==> config.mk <==
export PLATFORM = sky130hd
export DESIGN_NAME = palindromic_substring_counter
export DESIGN_NICKNAME = d
export VERILOG_FILES = /design/src/rtl/psc_pkg.sv /design/src/rtl/psc_cell.sv /design/src/rtl/psc_bitcount.sv /design/src/rtl/palindromic_substring_counter.sv
export SDC_FILE = /design/constraint.sdc
export NUM_CORES = 1
export LEC_CHECK = 0
export BUFFER_PORTS_ARGS = -buffer_cell sky130_fd_sc_hd__buf_2
export CELL_PAD_IN_SITES_DETAIL_PLACEMENT = 0
export CELL_PAD_IN_SITES_GLOBAL_PLACEMENT = 2
export CORE_MARGIN = 3
export CORE_UTILIZATION = 41
export DETAILED_ROUTE_END_ITERATION = 12
export GPL_ROUTABILITY_DRIVEN = 0
export PLACE_DENSITY = 0.79
export SYNTH_ARGS = -nofsm -noshare
export SYNTH_HDL_FRONTEND = slang
export SYNTH_HIERARCHICAL = 1
export SYNTH_SLANG_ARGS = --single-unit
==> constraint.sdc <==
create_clock -name clk_i -period 8.55 [get_ports clk_i]
set_input_delay 0.855 -clock clk_i [delete_from_list [all_inputs] [get_ports clk_i]]
set_output_delay 0.855 -clock clk_i [all_outputs]
set_load 0.01 [all_outputs]
==> src/rtl/psc_pkg.sv <==
// ----------------------------------------------------------------------------
// psc_pkg: shared constants and types for the palindromic substring counter
// Sizes of the cell row, the bit-count tree and the running total.
// ----------------------------------------------------------------------------
package psc_pkg;

  localparam int unsigned MAX_LEN = 64;
  localparam int unsigned SYM_W   = 8;
  localparam int unsigned TOTAL_W = 11;
  localparam int unsigned SUM_W   = TOTAL_W + 1;
  localparam logic [TOTAL_W-1:0] COUNT_MAX = {TOTAL_W{1'b1}};

  // The hit vector is counted in groups of eight bits.
  localparam int unsigned GRP_SIZE = 8;
  localparam int unsigned GRP_N    = (MAX_LEN + GRP_SIZE - 1) / GRP_SIZE;
  localparam int unsigned GRP_CW   = $clog2(GRP_SIZE + 1);
  localparam int unsigned CNT_W    = $clog2(GRP_N * GRP_SIZE + 1);

  localparam int unsigned IN_DATA_W  = 8;
  localparam int unsigned OUT_DATA_W = 16;

  // Update command broadcast to every cell.
  typedef struct packed {
    logic take;   // store or compare the new byte
    logic clear;  // end of string: empty the cell
  } psc_ctl_t;

  // Item tag that travels alongside the bit count.
  typedef struct packed {
    logic valid;
    logic fin;
    logic ovf;
  } psc_tag_t;

endpackage

==> src/rtl/psc_cell.sv <==
// ----------------------------------------------------------------------------
// psc_cell: one position of the string
// Holds one byte and the flag that the text from here to the end is a
// palindrome; compares its byte with the new one.
// ----------------------------------------------------------------------------
module psc_cell (
  input  logic                  clk_i,
  input  logic                  rst_ni,
  input  psc_pkg::psc_ctl_t     ctl_i,
  input  logic [psc_pkg::SYM_W-1:0] symbol_i,
  input  logic                  prev_occ_i,
  input  logic                  next_inner_i,
  output logic                  occ_o,
  output logic                  inner_o,
  output logic                  hit_o
);
  import psc_pkg::*;

  logic             occ_q, occ_d;
  logic             mask_q, mask_d;
  logic [SYM_W-1:0] hist_q;

  // A palindrome ending at the new byte starts here when the bytes match and
  // the inner part (held by the upper neighbor) is a palindrome or empty.
  assign hit_o   = occ_q && next_inner_i && (hist_q == symbol_i);
  assign inner_o = mask_q || !occ_q;
  assign occ_o   = occ_q;

  always_comb begin
    occ_d  = occ_q;
    mask_d = mask_q;
    if (ctl_i.clear) begin
      occ_d  = 1'b0;
      mask_d = 1'b0;
    end else if (ctl_i.take) begin
      if (occ_q) begin
        mask_d = hit_o;
      end else if (prev_occ_i) begin
        occ_d  = 1'b1;
        mask_d = 1'b1;
      end
    end
  end

  always_ff @(posedge clk_i or negedge rst_ni) begin
    if (!rst_ni) begin
      occ_q  <= 1'b0;
      mask_q <= 1'b0;
    end else begin
      occ_q  <= occ_d;
      mask_q <= mask_d;
    end
  end

  always_ff @(posedge clk_i) begin
    if (ctl_i.take && !ctl_i.clear && !occ_q && prev_occ_i) begin
      hist_q <= symbol_i;
    end
  end

endmodule

==> src/rtl/psc_bitcount.sv <==
// ----------------------------------------------------------------------------
// psc_bitcount: two-stage population count of the cell hits
// Stage one counts groups of eight bits, stage two adds the group counts.
// ----------------------------------------------------------------------------
module psc_bitcount (
  input  logic                        clk_i,
  input  logic                        rst_ni,
  input  logic                        en_i,
  input  psc_pkg::psc_tag_t           tag_i,
  input  logic [psc_pkg::MAX_LEN-1:0] hits_i,
  output psc_pkg::psc_tag_t           tag_o,
  output logic [psc_pkg::CNT_W-1:0]   cnt_o
);
  import psc_pkg::*;

  logic [GRP_N*GRP_SIZE-1:0] hits_pad;
  logic [GRP_CW-1:0]         grp_d [GRP_N];
  logic [GRP_CW-1:0]         grp_q [GRP_N];
  logic [CNT_W-1:0]          cnt_d, cnt_q;
  psc_tag_t                  tag1_q, tag2_q;

  assign hits_pad = (GRP_N*GRP_SIZE)'(hits_i);

  always_comb begin
    for (int g = 0; g < GRP_N; g++) begin
      grp_d[g] = '0;
      for (int b = 0; b < GRP_SIZE; b++) begin
        grp_d[g] = grp_d[g] + GRP_CW'(hits_pad[g*GRP_SIZE + b]);
      end
    end
  end

  always_comb begin
    cnt_d = '0;
    for (int g = 0; g < GRP_N; g++) begin
      cnt_d = cnt_d + CNT_W'(grp_q[g]);
    end
  end

  always_ff @(posedge clk_i or negedge rst_ni) begin
    if (!rst_ni) begin
      tag1_q <= '0;
      tag2_q <= '0;
    end else if (en_i) begin
      tag1_q <= tag_i;
      tag2_q <= tag1_q;
    end
  end

  always_ff @(posedge clk_i) begin
    if (en_i) begin
      grp_q <= grp_d;
      cnt_q <= cnt_d;
    end
  end

  assign tag_o = tag2_q;
  assign cnt_o = cnt_q;

endmodule

==> src/rtl/palindromic_substring_counter.sv <==
// ----------------------------------------------------------------------------
// palindromic_substring_counter: counts palindromic substrings of a string
// Bytes enter a row of cells; each new byte is compared against every stored
// byte at once, and the hits are counted and added to a running total.
//
//   Channel  Dir  tdata                     tuser      tlast
//   s_axis   in   [7:0] symbol              -          is_final
//   m_axis   out  [10:0] palindrome_count   overflow   -
//
// One byte is taken per cycle unless a waiting result holds s_axis_tready low.
// The result of a string passes through the two bit-count stages and the output
// register before it is presented on m_axis.
// Reset empties all cells, the count pipeline and the output register.
// While a result waits on m_axis, s_axis_tready is low and the pipeline holds.
// ----------------------------------------------------------------------------
module palindromic_substring_counter (
  input  logic                            clk_i,
  input  logic                            rst_ni,
  input  logic                            s_axis_tvalid,
  output logic                            s_axis_tready,
  input  logic [psc_pkg::IN_DATA_W-1:0]   s_axis_tdata,   // [7:0] symbol
  input  logic                            s_axis_tlast,   // is_final
  output logic                            m_axis_tvalid,
  input  logic                            m_axis_tready,
  output logic [psc_pkg::OUT_DATA_W-1:0]  m_axis_tdata,   // [10:0] palindrome_count
  output logic                            m_axis_tuser    // [0] overflow
);
  import psc_pkg::*;

  logic               en;
  logic               accept;
  logic               full;
  logic               too_long_q, too_long_d;
  psc_ctl_t           ctl;
  psc_tag_t           tag_in, tag_out;
  logic [MAX_LEN-1:0] occ, inner, hit;
  logic [MAX_LEN-1:0] hits_gated;
  logic [CNT_W-1:0]   cnt;
  logic [TOTAL_W-1:0] total_q, total_d, total_sat;
  logic [SUM_W-1:0]   sum;
  logic               out_valid_q;
  logic [TOTAL_W-1:0] out_count_q;
  logic               out_ovf_q;

  // The whole pipeline advances unless a result is stalled at the output.
  assign en            = !out_valid_q || m_axis_tready;
  assign s_axis_tready = en;
  assign accept        = s_axis_tvalid && en;
  assign full          = occ[MAX_LEN-1];

  assign ctl.take  = accept && !full;
  assign ctl.clear = accept && s_axis_tlast;

  for (genvar i = 0; i < MAX_LEN; i++) begin : g_cell
    logic prev_occ, next_inner;
    if (i == 0) begin : g_first
      assign prev_occ = 1'b1;
    end else begin : g_mid
      assign prev_occ = occ[i-1];
    end
    if (i == MAX_LEN - 1) begin : g_last
      assign next_inner = 1'b1;
    end else begin : g_inner
      assign next_inner = inner[i+1];
    end
    psc_cell u_cell (
      .clk_i        (clk_i),
      .rst_ni       (rst_ni),
      .ctl_i        (ctl),
      .symbol_i     (s_axis_tdata[SYM_W-1:0]),
      .prev_occ_i   (prev_occ),
      .next_inner_i (next_inner),
      .occ_o        (occ[i]),
      .inner_o      (inner[i]),
      .hit_o        (hit[i])
    );
  end

  assign hits_gated = ctl.take ? hit : '0;

  assign too_long_d = accept && full;

  assign tag_in.valid = accept;
  assign tag_in.fin   = accept && s_axis_tlast;
  assign tag_in.ovf   = too_long_q || too_long_d;

  always_ff @(posedge clk_i or negedge rst_ni) begin
    if (!rst_ni) begin
      too_long_q <= 1'b0;
    end else if (ctl.clear) begin
      too_long_q <= 1'b0;
    end else if (too_long_d) begin
      too_long_q <= 1'b1;
    end
  end

  psc_bitcount u_bitcount (
    .clk_i  (clk_i),
    .rst_ni (rst_ni),
    .en_i   (en),
    .tag_i  (tag_in),
    .hits_i (hits_gated),
    .tag_o  (tag_out),
    .cnt_o  (cnt)
  );

  // Saturating running total.
  assign sum       = SUM_W'(total_q) + SUM_W'(cnt);
  assign total_sat = (sum > SUM_W'(COUNT_MAX)) ? COUNT_MAX : sum[TOTAL_W-1:0];

  always_comb begin
    total_d = total_q;
    if (en && tag_out.valid) begin
      total_d = tag_out.fin ? '0 : total_sat;
    end
  end

  always_ff @(posedge clk_i or negedge rst_ni) begin
    if (!rst_ni) begin
      total_q     <= '0;
      out_valid_q <= 1'b0;
    end else begin
      total_q <= total_d;
      if (en && tag_out.valid && tag_out.fin) begin
        out_valid_q <= 1'b1;
      end else if (m_axis_tready) begin
        out_valid_q <= 1'b0;
      end
    end
  end

  always_ff @(posedge clk_i) begin
    if (en && tag_out.valid && tag_out.fin) begin
      out_count_q <= total_sat;
      out_ovf_q   <= tag_out.ovf;
    end
  end

  assign m_axis_tvalid = out_valid_q;
  assign m_axis_tdata  = OUT_DATA_W'(out_count_q);
  assign m_axis_tuser  = out_ovf_q;

endmodule

==> results.sh, run 1 <==
export IMPL_status="completed"
export IMPL_fin_skew_ns=0.04498
export IMPL_synth_warnings=6
export IMPL_clockBufferDepth=3
export IMPL_synth_area_mm2=0.03313
export IMPL_die_area_mm2=0.08425
export IMPL_worst_slack_ns=3.584
export IMPL_p_comb_share_pct=13.7
export IMPL_rsz0062_at_grt="false"
export IMPL_clkPwrFrac_pct=38.2
export IMPL_ctsResizeCount=0
export IMPL_p_sw_share_pct=26.44
export IMPL_arrival_ns=5.33
export IMPL_hold_viol_final=0
export IMPL_cts_hold_buf=0
export IMPL_track_usage_pct=16.35
export IMPL_maxCapViolations=0
export IMPL_fin_nets=2764
export IMPL_grt_max_degree=171
export IMPL_grt_pass1_vias=19800
export IMPL_p_switching_mw=2.360
export IMPL_power_density_mw_per_mm2=237.6
export IMPL_fill_cells=7015
export IMPL_grt_overflow_total=0
export IMPL_die_w_um=290.3
export IMPL_core_area_mm2=0.07952
export IMPL_routed_wl_mm=68.37
export IMPL_ant_nets=0
export IMPL_io_buffers=26
export IMPL_slowest_delay_ns=0.55
export IMPL_die_h_um=290.3
export IMPL_place_hpwl_mm=41.17
export IMPL_fmax_mhz=201.4
export IMPL_power_leakage_nw=12.81
export IMPL_min_path_type="in -> async"
export IMPL_antenna_found_initial=0
export IMPL_critPathLaunchType="register"
export IMPL_grt_pass1_wl_mm=110.6
export IMPL_relSlewSlack_pct=13.66
export IMPL_r2r_cells=14
export IMPL_wl_per_cell_um=18.11
export IMPL_avgSynthCellArea_um2=13.11
export IMPL_dp_slack_ns=2.944
export IMPL_cts_htree_levels=3
export IMPL_dr_pass1_iters=5
export IMPL_cts_tree="done"
export IMPL_cts_root_buffer="clkbuf_16"
export IMPL_pwr_share_seq_pct=48.2
export IMPL_cp_cell_sequence="nand2b_2, buf_4, and2_1, nor2b_4, buf_12, and2_1, fa_1, inv_1, fa_1, fa_1, inv_1, ha_1, fa_1, xor2_1"
export IMPL_layout_drive_gt1_share_pct=9.468
export IMPL_whs_ns=0.1018
export IMPL_worstSetupPathType="reg -> reg"
export IMPL_cts_buffers=80
export IMPL_peakVddDrop_mv=0.1737
export IMPL_initial_core_util_pct=41.67
export IMPL_cts_setup_buffers=0
export IMPL_vias=19200
export IMPL_syn_instance_count=2527
export IMPL_fin_crit_sh_pct=58.08
export IMPL_fin_crit_ns=4.966
export IMPL_rows=103
export IMPL_setup_violations=0
export IMPL_routed_via_density=5.086
export IMPL_clk_pin_slew_ns=0.06
export IMPL_finalSetupTns_ns=0
export IMPL_clock_latency_ns=0.64
export IMPL_slowest_stage="buf_4"
export IMPL_drt_iter0_markers=1122
export IMPL_cp_required_ns=8.91
export IMPL_slew_viol_final=0
export IMPL_drc=0
export IMPL_power_internal_mw=6.568
export IMPL_cts_sink_count=709
export IMPL_tightest_slew_ns=1.285
export IMPL_num_antenna_cells=0
export IMPL_critPathCaptureType="register"
export IMPL_place_area_mm2=0.03492
export IMPL_fin_area_mm2=0.03758
export IMPL_syn2layout_area_growth_pct=13.44
export IMPL_path_max_fanout=160
export IMPL_crit_path_frequent_cell="fa_1"
export IMPL_ios=32
## worst paths after layout
kind	to	start	slack (ns)
hold / removal	g_cell[15].u_cell/occ_o	rst_ni	0.10
setup / recovery	u_bitcount/grp_q[30]	m_axis_tvalid	3.58
max in group asynchronous	g_cell[30].u_cell/occ_o	rst_ni	7.17
min in group clk_i	m_axis_tuser	u_bitcount/tag_o[0]	0.45
setup reg to reg	u_bitcount/grp_q[30]	m_axis_tvalid	3.58
hold reg to reg	m_axis_tuser	u_bitcount/tag_o[0]	0.45
## flip-flops by register name, indices dropped and copies added, names as in the netlist
| register | flops |
|---|---|
| u_bitcount/tag1_q | 3 |
| out_count_q | 11 |
| g_cell.u_cell/hist_q | 512 |
| u_bitcount/tag_o | 3 |
| too_long_q | 1 |
| m_axis_tvalid | 1 |
| m_axis_tuser | 1 |
| u_bitcount/grp_q | 32 |
| u_bitcount/cnt_o | 7 |
| total_q | 11 |
| g_cell.u_cell/mask_q | 63 |
| g_cell.u_cell/occ_o | 64 |
## per-layer routing
metal | vias up | routed length (um) | global-route usage (%)
met5 | - | 0 | 0
met4 | 0 | 2007 | 5.631
met3 | 121 | 2633 | 2.698
met2 | 310 | 32300 | 26.67
met1 | 9671 | 31430 | 22.27
li1 | 9098 | - | -
## layout by cell type (no fill, tap or decap), drive strengths merged, types with 6 or more instances in the layout
master	n
buf	57
inv	188
xor2	68
nor2	68
and2	69
nor4	65
o21a	66
fa	56
dfrtp	146
a21oi	146
bufinv	6
clkinv	26
nand3	65
nor2b	13
xnor2	458
a21o	7
edfxtp	563
nor3	67
nand4	64
ha	38
conb	8
clkbuf	112
o21ai	70
mux2	7
nand2	264
a22o	6
## per-stage QoR
stage	utilization, %	std cells	total power, mW
6_report	47.26	3775	8.928
5_1_grt	47.26	3775	9.388
4_1_cts	47.26	3775	9.053
3_5_place_dp	43.92	3625	5.603
3_3_place_gp	43.92	3625	5.554
2_1_floorplan	-	2533	5.166
## critical path, delay by kind of cell (launching register included)
family | cells | cell delay (ns)
adders and majority gates | 5 | 1.88
buffers and inverters | 4 | 1.14
and+or+nand+nor | 4 | 0.96
DFF | 1 | 0.38
xor gates and xnor gates | 1 | 0.17
## power by group through the flow
stage | registers, mW | logic, mW | clock network, mW
floorplan | 4.30 | 0.866 | 0
global placement | 4.36 | 1.19 | 0
detailed placement | 4.37 | 1.23 | 0
CTS | 4.30 | 1.24 | 3.51
global route | 4.33 | 1.39 | 3.66
finish | 4.30 | 1.22 | 3.41
## cell type report
| type | count | area (um2) | share of cell area [%] |
|---|---|---|---|
| Inverter | 184 | 690.7 | 1.838 |
| Timing Repair Buffer | 57 | 531.8 | 1.415 |
| Clock buffer | 112 | 2233 | 5.943 |
| Sequential cell | 709 | 20560 | 54.71 |
| Multi-Input combinational cell | 1625 | 11830 | 31.47 |
| Clock inverter | 38 | 425.4 | 1.132 |
| Tap cell | 1050 | 1314 | 3.496 |
(Power assumes the default switching activity.)
==> run 2, diff against run 1 <==
CORE_UTILIZATION = 46   (was 41)
PLACE_DENSITY = 0.83   (was 0.79)
clock period = 4.8 ns   (was 8.55 ns; I/O delays follow)
==> results.sh, run 2 (synthesized netlist as in run 1, its figures left out) <==
export IMPL_status="completed"
export IMPL_track_usage_pct=19.16
export IMPL_die_h_um=274.4
export IMPL_place_area_mm2=0.03547
export IMPL_multi_input_area_mm2=0.01183
export IMPL_fin_crit_sh_pct=81.65
export IMPL_tightest_slew_ns=1.233
export IMPL_wl_per_cell_um=18.81
export IMPL_clockBufferDepth=3
export IMPL_cts_setup_buffers=0
export IMPL_cts_htree_levels=3
export IMPL_fin_nets=2829
export IMPL_core_area_mm2=0.07064
export IMPL_power_density_mw_per_mm2=415.0
export IMPL_num_antenna_cells=0
export IMPL_seq_area_mm2=0.02056
export IMPL_fin_skew_ns=0.02178
export IMPL_grt_pass1_wl_mm=113.4
export IMPL_maxCapViolations=0
export IMPL_whs_path_depth=1
export IMPL_drt_iter0_markers=1280
export IMPL_peakVddDrop_mv=0.3074
export IMPL_largest_reg_flops=512
export IMPL_dr_pass1_iters=5
export IMPL_grt_max_degree=71
export IMPL_final_cell_mix="563 x edfxtp_1, 458 x xnor2_1, 263 x nand2_1"
export IMPL_cts_buffers=78
export IMPL_worstSetupPathType="reg -> reg"
export IMPL_p_switching_mw=4.203
export IMPL_routed_wl_mm=70.09
export IMPL_vias=19425
export IMPL_power_internal_mw=11.55
export IMPL_fmax_mhz=255.2
export IMPL_pwr_share_seq_pct=48.6
export IMPL_power_leakage_nw=13.12
export IMPL_cp_required_ns=5.15
export IMPL_initial_core_util_pct=46.90
export IMPL_drc=0
export IMPL_fin_area_mm2=0.03795
export IMPL_dpl_cell_count=3580
export IMPL_die_w_um=274.4
export IMPL_die_area_mm2=0.07528
export IMPL_relSlewSlack_pct=17.16
export IMPL_layout_commonest_cell="edfxtp_1"
export IMPL_setup_violations=0
export IMPL_antenna_found_initial=0
export IMPL_routed_via_density=5.213
export IMPL_slew_viol_final=0
export IMPL_r2r_cells=14
export IMPL_path_max_fanout=70
export IMPL_ios=32
export IMPL_clk_pin_slew_ns=0.05
export IMPL_cts_root_buffer="clkbuf_16"
export IMPL_cts_tree="done"
export IMPL_layout_drive_gt1_share_pct=11.31
export IMPL_arrival_ns=4.27
export IMPL_rsz0062_at_grt="false"
export IMPL_stdcell_count=3726
export IMPL_grt_pass1_vias=19984
export IMPL_fill_cells=5980
export IMPL_top_register="g_cell.u_cell/hist_q"
export IMPL_clock_latency_ns=0.61
export IMPL_cts_sink_count=709
export IMPL_fin_crit_ns=3.919
export IMPL_hold_viol_final=0
export IMPL_place_hpwl_mm=44.80
export IMPL_rows=97
export IMPL_syn2layout_area_growth_pct=14.55
export IMPL_finalSetupTns_ns=0
export IMPL_p_sw_share_pct=26.69
export IMPL_ant_nets=0
export IMPL_grt_overflow_total=0
export IMPL_clkPwrFrac_pct=36.6
export IMPL_io_buffers=26
export IMPL_p_comb_share_pct=14.8
export IMPL_critPathLaunchType="register"
export IMPL_critPathCaptureType="register"
export IMPL_min_path_type="in -> reg"
-- run 2: cell count changes in the layout (fill, tap and decap cells not counted), sizes merged --
cell and delta:
buf +66, clkbuf -4, bufinv -2, clkinv +2, clkinvlp -1, dlygate4sd3 +1
inv -1
-- run 2: area by class of cell --
type | instances | area share (%)
multi-input combinational | 1625 | 31.17
clock buffer | 108 | 5.717
tap | 940 | 3.099
clock inverter | 36 | 0.7715
timing repair buffer | 124 | 3.254
sequential | 709 | 54.17
inverter | 184 | 1.820
-- run 2: path summary, 6_finish.rpt --
path	startpoint	to	slack, ns
worst max-delay path	m_axis_tvalid	u_bitcount/grp_q[1]	0.88
worst min-delay path	s_axis_tdata[1]	g_cell[9].u_cell/hist_q[1]	0.26
worst max register to register	m_axis_tvalid	u_bitcount/grp_q[1]	0.88
worst min register to register	u_bitcount/tag_o[0]	m_axis_tuser	0.46
max in group asynchronous	rst_ni	g_cell[45].u_cell/occ_o	3.18
min in group asynchronous	rst_ni	g_cell[36].u_cell/occ_o	0.49
-- run 2: stage by stage --
| step | utilization [%] | hold WS [ns] | power (mW) | worst slack, ns |
|---|---|---|---|---|
| 4_1_cts | 53.72 | 0.2226 | 15.95 | 0.8694 |
| 3_3_place_gp | 50.22 | 0.4520 | 10.03 | 0.4762 |
| 3_5_place_dp | 50.22 | 0.4497 | 10.11 | 0.4362 |
| 2_1_floorplan | - | 0.1844 | 9.192 | 0.08101 |
| 5_1_grt | 53.73 | 0.2293 | 16.53 | 0.6682 |
| 6_report | 53.73 | 0.2557 | 15.75 | 0.8810 |
-- run 2: power by group through the flow --
stage / Clock [mW] / Sequential (mW) / Combinational, mW
2_1_floorplan: 0 / 7.65 / 1.54
3_3_place_gp: 0 / 7.76 / 2.27
3_5_place_dp: 0 / 7.78 / 2.33
4_1_cts: 5.94 / 7.65 / 2.36
5_1_grt: 6.19 / 7.72 / 2.62
6_report: 5.76 / 7.65 / 2.33
-- run 2: critical path: stages (launching register included) --
cell and delay (ns):
dfrtp_1 0.38, nand2b_2 0.07, and2_1 0.23, nor2b_4 0.26, buf_12 0.30, and2_1 0.22
fa_1 0.44, inv_1 0.09, fa_1 0.42, fa_1 0.44, inv_1 0.06, ha_1 0.16
inv_1 0.06, fa_1 0.47, inv_1 0.04
-- run 2: repair_timing --
action	CTS	global route
gates resized for setup	0	0
hold endpoints to repair	58	0
hold buffers	1	0
-- run 2: layer usage --
layer / share of wire [%] / track usage [%] / vias to the layer above
met2: 48 / 31.36 / 319
li1: - / - / 9237
met4: 1.7 / 4.694 / 0
met1: 47 / 26.92 / 9784
met5: 0 / 0 / -
met3: 3.9 / 3.010 / 85
==> run 3, diff against run 2 <==
CORE_UTILIZATION = 41   (was 46)
PLACE_DENSITY = 0.79   (was 0.83)
clock period = 3.25 ns   (was 4.8 ns; I/O delays follow)
==> results.sh, run 3 (synthesized netlist as in run 1, its figures left out) <==
export IMPL_status="complete, but fails checks"
export IMPL_violations="setup timing"
export IMPL_ios=32
export IMPL_layout_drive_gt1_share_pct=20.82
export IMPL_fin_crit_ns=3.803
export IMPL_initial_core_util_pct=41.67
export IMPL_critPathLaunchType="register"
export IMPL_setup_violations=35
export IMPL_final_cell_mix="563 x edfxtp_1, 458 x xnor2_1, 302 x buf_4"
export IMPL_worst_slack_ns=-0.5529
export IMPL_drt_iter0_markers=1273
export IMPL_dp_slack_ns=-0.7867
export IMPL_rr_startpoint="m_axis_tvalid"
export IMPL_place_hpwl_mm=51.15
export IMPL_min_path_type="in -> reg"
export IMPL_cts_htree_levels=3
export IMPL_dr_pass1_iters=5
export IMPL_min_delay_start="s_axis_tdata[0]"
export IMPL_clock_latency_ns=0.62
export IMPL_cts_buffers=80
export IMPL_power_leakage_nw=14.55
export IMPL_top_register="g_cell.u_cell/hist_q"
export IMPL_arrival_ns=4.17
export IMPL_power_internal_mw=17.87
export IMPL_p_comb_share_pct=17.2
export IMPL_tightest_slew_ns=1.299
export IMPL_fmax_mhz=263.0
export IMPL_clkPwrFrac_pct=37.1
export IMPL_track_usage_pct=17.49
export IMPL_die_h_um=290.3
export IMPL_die_area_mm2=0.08425
export IMPL_hold_viol_final=0
export IMPL_worstSetupPathType="reg -> reg"
export IMPL_pwr_share_seq_pct=45.7
export IMPL_peakVddDrop_mv=0.3885
export IMPL_routed_wl_mm=73.38
export IMPL_die_w_um=290.3
export IMPL_p_sw_share_pct=26.14
export IMPL_core_area_mm2=0.07952
export IMPL_fin_area_mm2=0.04052
export IMPL_timing_critical_path_from="m_axis_tvalid"
export IMPL_cts_root_buffer="clkbuf_16"
export IMPL_place_area_mm2=0.03748
export IMPL_grt_pass1_wl_mm=117.1
export IMPL_rows=103
export IMPL_largest_reg_flops=512
export IMPL_io_buffers=26
export IMPL_p_switching_mw=6.325
export IMPL_syn2layout_area_growth_pct=22.31
export IMPL_cts_tree="done"
export IMPL_path_max_fanout=7
export IMPL_grt_pass1_vias=20825
export IMPL_drc=0
export IMPL_power_density_mw_per_mm2=597.1
export IMPL_ant_nets=0
export IMPL_vias=20282
export IMPL_relSlewSlack_pct=12.75
export IMPL_antenna_found_initial=0
export IMPL_clockBufferDepth=3
export IMPL_critPathCaptureType="register"
export IMPL_fin_total_pwr_mw=24.20
export IMPL_layout_commonest_cell="edfxtp_1"
export IMPL_fin_crit_sh_pct=117.0
export IMPL_cp_required_ns=3.62
export IMPL_cts_sink_count=709
export IMPL_grt_overflow_total=0
export IMPL_maxCapViolations=0
export IMPL_fin_nets=3081
export IMPL_slew_viol_final=0
export IMPL_finalSetupTns_ns=-10.44
export IMPL_rsz0062_at_grt="true"
export IMPL_fin_skew_ns=0.02723
export IMPL_whs_ns=0.09794
export IMPL_wl_per_cell_um=17.93
export IMPL_clk_pin_slew_ns=0.06
export IMPL_routed_via_density=4.957
export IMPL_grt_max_degree=66
run 3: cell types whose count changed in the layout (fill, tap and decap cells not counted), moves of 11 or more:
cell,delta
fa_1,-15
buf_4,+231
fa_2,+15
inv_1,-16
and2_1,-11
and2_4,+11
inv_2,+16
run 3: layout make-up:
cell class | count | area, um2
Sequential cell | 709 | 20560
Inverter | 184 | 690.7
Timing Repair Buffer | 374 | 3296
Clock inverter | 37 | 366.6
Clock buffer | 112 | 2256
Multi-Input combinational cell | 1625 | 12040
Antenna cell | 1 | 2.502
Fill cell | 6820 | 38990
Tap cell | 1050 | 1314
run 3: metrics by stage:
| stage | std cells | utilization (%) |
|---|---|---|
| floorplan | 2533 | - |
| global placement | 3927 | 47.13 |
| detailed placement | 3927 | 47.14 |
| CTS | 4087 | 50.79 |
| global route | 4091 | 50.96 |
| finish | 4092 | 50.96 |
run 3: metal layers:
metal	global-route usage, %	vias up	wire (um)
met3	2.797	122	2600
met2	29.06	303	35250
met4	4.709	0	1685
li1	-	9768	-
met5	0	-	0
met1	23.94	10089	33840
run 3: timing repair:
action	4_1_cts	5_1_grt
gates cloned	2	0
buffers inserted	4	3
hold endpoints to repair	76	0
resized for setup	43	32
pin swaps	18	4
hold buffers	5	0
endpoints found under the setup margin	76	116
run 3: worst paths after layout:
path | slack [ns] | end | cells past startpoint
worst min register to register | 0.46 | m_axis_tuser | 0
max in group asynchronous | 2.23 | g_cell[35].u_cell/occ_o | 3
worst max register to register | -0.55 | u_bitcount/grp_q[17] | 15
worst max-delay path | -0.55 | u_bitcount/grp_q[17] | 15
worst min-delay path | 0.1 | g_cell[34].u_cell/hist_q[0] | 2
min in group asynchronous | 0.15 | g_cell[54].u_cell/mask_q | 2
run 3: critical path: stages, from the launching register on:
cell and delay, ns:
dfrtp_1 0.39, nand2b_4 0.06, and2_4 0.14, nor2b_4 0.13, buf_12 0.15, buf_16 0.16, and2_4 0.16, fa_1 0.59
inv_1 0.07, fa_1 0.50, fa_1 0.42, inv_2 0.09, ha_4 0.13, inv_1 0.05, fa_1 0.48, inv_1 0.04
run 3: power groups by stage:
| stage | Sequential, mW | Clock [mW] | Combinational [mW] |
|---|---|---|---|
| final | 11.1 | 8.98 | 4.16 |
| after global placement | 11.2 | 0 | 3.97 |
| after floorplan | 11.3 | 0 | 2.28 |
| after global routing | 11.1 | 9.59 | 4.62 |
| after detailed placement | 11.2 | 0 | 4.08 |
| after CTS | 11.1 | 9.25 | 4.17 |
